File: config.mk
export PLATFORM = sky130hd
export DESIGN_NAME = apid_ctrl
export DESIGN_NICKNAME = d
export VERILOG_FILES = /design/src/apid_pkg.sv /design/src/apid_ctrl.sv
export SDC_FILE = /design/constraint.sdc
export NUM_CORES = 1
export LEC_CHECK = 0
export ABC_AREA = 1
export BUFFER_PORTS_ARGS = -buffer_cell sky130_fd_sc_hd__buf_2
export CELL_PAD_IN_SITES_DETAIL_PLACEMENT = 0
export CELL_PAD_IN_SITES_GLOBAL_PLACEMENT = 1
export CORE_AREA = 8 8 45 47
export CTS_CLUSTER_DIAMETER = 120
export DETAILED_ROUTE_END_ITERATION = 16
export DIE_AREA = 0 0 53 55
export PLACE_DENSITY = 0.68
export SYNTH_ARGS = -nofsm -noshare
export SYNTH_HDL_FRONTEND = slang
export SYNTH_SLANG_ARGS = --single-unit
File: constraint.sdc
create_clock -name clk_i -period 1.9 [get_ports clk_i]
set_clock_uncertainty 0.2 [all_clocks]
set_input_delay 0.38 -clock clk_i [delete_from_list [all_inputs] [get_ports clk_i]]
set_output_delay 0.38 -clock clk_i [all_outputs]
set_load 0.01 [all_outputs]
File: src/apid_pkg.sv
`default_nettype none
package apid_pkg;

  localparam int unsigned HistDepth  = 100;
  localparam int unsigned HistAw     = $clog2(HistDepth);
  localparam int unsigned Warmup     = 300;
  localparam int unsigned MinFill    = HistDepth / 2;
  localparam int unsigned FillW      = $clog2(HistDepth + 1);
  localparam int unsigned RunW       = $clog2(Warmup + 1);
  localparam int unsigned FullDrive  = 16000;
  localparam int unsigned IntegLimit = 32000;

  typedef enum logic [1:0] {
    MODE_HOLD   = 2'd0,
    MODE_PD     = 2'd1,
    MODE_FORCED = 2'd2,
    MODE_PID    = 2'd3
  } mode_e;

  typedef enum logic [3:0] {
    ST_IDLE, ST_RD, ST_EVAL, ST_SLOPE, ST_P, ST_D, ST_I, ST_SUM, ST_OUT
  } state_e;

  typedef struct packed {
    logic signed [15:0] setpoint;
    logic signed [15:0] sample;
  } in_item_t;

  typedef struct packed {
    logic        [13:0] drive;
    logic signed [23:0] p_term;
    logic signed [23:0] i_term;
    logic signed [23:0] d_term;
    logic        [1:0]  mode;
  } out_item_t;

  typedef struct packed {
    logic [15:0] prop_gain;
    logic [15:0] integ_gain;
    logic [15:0] deriv_gain;
    logic [14:0] deadband_limit;
    logic [14:0] mode_switch_limit;
    logic [14:0] stuck_error_limit;
    logic [15:0] stuck_change_limit;
    logic [13:0] pd_drive_cap;
  } cfg_t;

  typedef struct packed {
    logic load;
    logic wr_ring;
    logic eval;
    logic slope;
    logic quot_est;
    logic quot_fix;
    logic p;
    logic d;
    logic i;
    logic sum;
  } cmd_t;

  typedef struct packed {
    logic hold;
  } status_t;

  localparam logic [2:0] RegProp = 3'd0, RegInteg = 3'd1, RegDeriv = 3'd2, RegDead = 3'd3,
                         RegMode = 3'd4, RegStuckE = 3'd5, RegStuckC = 3'd6, RegCap = 3'd7;

endpackage
`default_nettype wire

File: src/apid_ctrl.sv
`default_nettype none
module apid_ctrl (
  input  wire logic              clk_i,
  input  wire logic              rst_ni,
  input  wire logic              in_valid_i,
  output logic                   in_stall_o,
  output logic                   out_valid_o,
  input  wire logic              out_stall_i,
  input  wire apid_pkg::status_t status_i,
  output apid_pkg::cmd_t         cmd_o
);
  import apid_pkg::*;

  state_e state_q, state_d;

  always_ff @(posedge clk_i or negedge rst_ni) begin
    if (!rst_ni) state_q <= ST_IDLE;
    else state_q <= state_d;
  end

  // sequence one item through the shared datapath
  always_comb begin
    state_d     = state_q;
    cmd_o       = '0;
    in_stall_o  = 1'b1;
    out_valid_o = 1'b0;
    case (state_q)
      ST_IDLE: begin
        in_stall_o = 1'b0;
        if (in_valid_i) begin
          cmd_o.load = 1'b1;
          state_d = ST_RD;
        end
      end
      ST_RD: begin
        cmd_o.wr_ring = 1'b1;
        state_d = ST_EVAL;
      end
      ST_EVAL: begin
        cmd_o.eval = 1'b1;
        state_d = status_i.hold ? ST_OUT : ST_SLOPE;
      end
      ST_SLOPE: begin cmd_o.slope = 1'b1; state_d = ST_P; end
      ST_P: begin
        cmd_o.p        = 1'b1;
        cmd_o.quot_est = 1'b1;
        state_d = ST_I;
      end
      ST_I: begin
        cmd_o.i        = 1'b1;
        cmd_o.quot_fix = 1'b1;
        state_d = ST_D;
      end
      ST_D:     begin cmd_o.d = 1'b1; state_d = ST_SUM; end
      ST_SUM:   begin cmd_o.sum = 1'b1; state_d = ST_OUT; end
      ST_OUT: begin
        out_valid_o = 1'b1;
        if (!out_stall_i) state_d = ST_IDLE;
      end
      default: state_d = ST_IDLE;
    endcase
  end
endmodule
`default_nettype wire

==> metrics.txt <==
Achievable Freq=553 MHz; 1st-iter DRT viols=6; HP Class=input pin to flop; count of cell types in the netlist=11; Buf/Inv on CP=2; number of synthesized flops with an enable pin=0; Final Cell Area=424 um2; placed insts=77; I/O Pins=17; CP Launch Type=flop; syn_area_per_cell=6.28 um2; CP delay by family, top=flip-flops; GPL Wtd Cong=0.742; Mapped Nets=52; DP HPWL=703 um; VDD IR-drop max=0.457 mV; Fillers=169; kind of critical path=flop to primary output; Final nets=72; CTS tree=yes; area leader, netlist=dfrtp_1; global-route wire length before repair=1340 um; Area after DPL=380 um2; Setup TNS=0 ns; R2R setup slack=0.63 ns; Critical-path top delay cell=dfrtp_1; Die Y-Extent=55 um; post-DR vias/cell=4.25; P per Cell Area=1700 mW/mm2; most common cell in the synthesized netlist=inv_1; Cell Chain, Critical Path=inv_1 -> nand2_1 -> nor3_1 -> buf_2; CTS Buf Count=3; via count=344; worst slew margin relative to its limit=84.5%; CTS Root Cell=clkbuf_4; area of the die=0.00292 mm2; status=completed; Hold Vio Cnt, Final=0; number of global-route vias before repair=321; antenna-violating nets left=0; Post-synth ARST share=100%; Biggest register=state_q; Worst Setup End Kind=primary output; Port Buffers=16; Place WS=0.296 ns; pin slew with the least headroom to its limit=0.233 ns; P_leak=0.261 nW; largest net degree at the start of global routing=8; Slew Limit Fails=0; share of layout cells above drive strength 1=40.0%; Clock Tree Buf Depth=2; FF+latch count, synth=4; synth cell count leaders=inv_1, nand3_1, nand2_1, nor2_1, dfrtp_1; die width=53 um; Synth Flop Type=dfrtp_1; final wirelength=864 um; initial antenna violation count=0; Worst-path clk slew=0.03 ns; Layout area overhead=43.6%; Non-Filler Instances=81; post-layout worst setup margin=0.0901 ns; crit path max fanout=6; Core Rows=14; post-synth top area share=33.9%; Routed WL per cell=10.7 um; Max Cap Violations=0; RSZ-0062 raised after global routing=false; worst endpoint data arrival time=1.23 ns; synthesized cell area=295 um2; GRT Total Usage=6.40%; crit share post-route=95.3%; initial core utilization=21.3%; ANT cells=0; core box area=0.00138 mm2; htree depth=1; Clk Latency, worst-skew pair=0.23 ns; CP max stage delay=0.39 ns; Synth area leaders=dfrtp_1, nand3_1, inv_1; DRC viols=0; DRT Pass-1 Iters=4; post-synthesis sequential area ratio=33.9%; Synth warnings=0; data required time of the worst path=1.32 ns; Sinks on Clock Net=4; total gr overflow=0; max reg flops=4; Largest regs=state_q (4); Power Total=722 uW; Final min period=1.81 ns; Post-Syn Instances=47; # setup viols final=0
[final cells by class]
cell class,count,area [um2],area share (%)
clock buffers,3,22.5,5.31
inverters,11,41.3,9.73
multi-input cells,30,149,35.1
flip-flops and latches,4,101,23.9
well taps,16,20.0,4.72
repair buffers,17,90.1,21.2
[kinds of logic (layout without fill, tap and decap cells)]
group | count (synthesis) | count (layout) | synth area share (%)
AOI/OAI and AO/OA | 1 | 1 | 1.69
buffers and inverters | 13 | 31 | 19.1
DFF | 4 | 4 | 33.9
and+or+nand+nor | 29 | 29 | 45.3
[routing by layer]
| metal | share of wire (%) | vias to the layer above | global-route usage, % |
|---|---|---|---|
| met5 | 0 | - | 0 |
| met3 | 10 | 0 | 3.21 |
| met4 | 0 | 0 | 5.17 |
| li1 | - | 181 | - |
| met1 | 44 | 149 | 7.18 |
| met2 | 45 | 14 | 8.98 |
[worst reg2reg max path, cell delays in order, from the launching register on]
cell,delay [ns]
dfrtp_1,0.45
nor2_1,0.21
nand3_1,0.12
nand2_1,0.07
inv_1,0.03
nand2_1,0.05
inv_1,0.03
[report_power, final]
part	switching, mW	internal [mW]	leakage, nW	total (mW)
sequential	0.0556	0.128	0.0499	0.183
combinational	0.281	0.154	0.197	0.435
clock	0.0327	0.0705	0.0138	0.103
total	0.369	0.353	0.261	0.722
[cells in the final DEF, fill, tap and decap left out]
cell           Yosys  final
dlygate4sd3_1      0      1
o21ai_0            1      1
inv_2              2      2
nor3_1             3      2
nor2_1             7      7
inv_1              9      9
nand3_1            8      8
nand2_1            7      7
dfrtp_1            4      3
nor2_4             0      1
nand3b_1           1      1
dfrtp_2            0      1
nor3_2             0      1
clkbuf_4           0      3
nor2_2             3      2
buf_2              0     16
[stage by stage]
stage	utilization [%]	hold WS [ns]
detailed placement	27.5	-0.0146
global route	30.7	0.261
global placement	27.5	-0.0143
finish	30.7	0.242
floorplan	-	-0.116
CTS	29.8	0.243
[path summary, 6_finish.rpt]
path / startpoint / endpoint / cells past startpoint
setup / recovery: state_q[1] / out_valid_o / 4
hold / removal: status_i / state_q[3] / 3
setup reg to reg: state_q[0] / state_q[0] / 6
hold reg to reg: state_q[1] / state_q[3] / 3
max in group asynchronous: rst_ni / state_q[2] / 2
min in group asynchronous: rst_ni / state_q[0] / 2
[timing repair]
action,4_1_cts,5_1_grt
buffers inserted,0,0
hold buffers,1,0
setup endpoints to repair,0,6
gates resized for setup,0,3
hold endpoints to repair,4,0
Power figures use the tool's default switching activity.
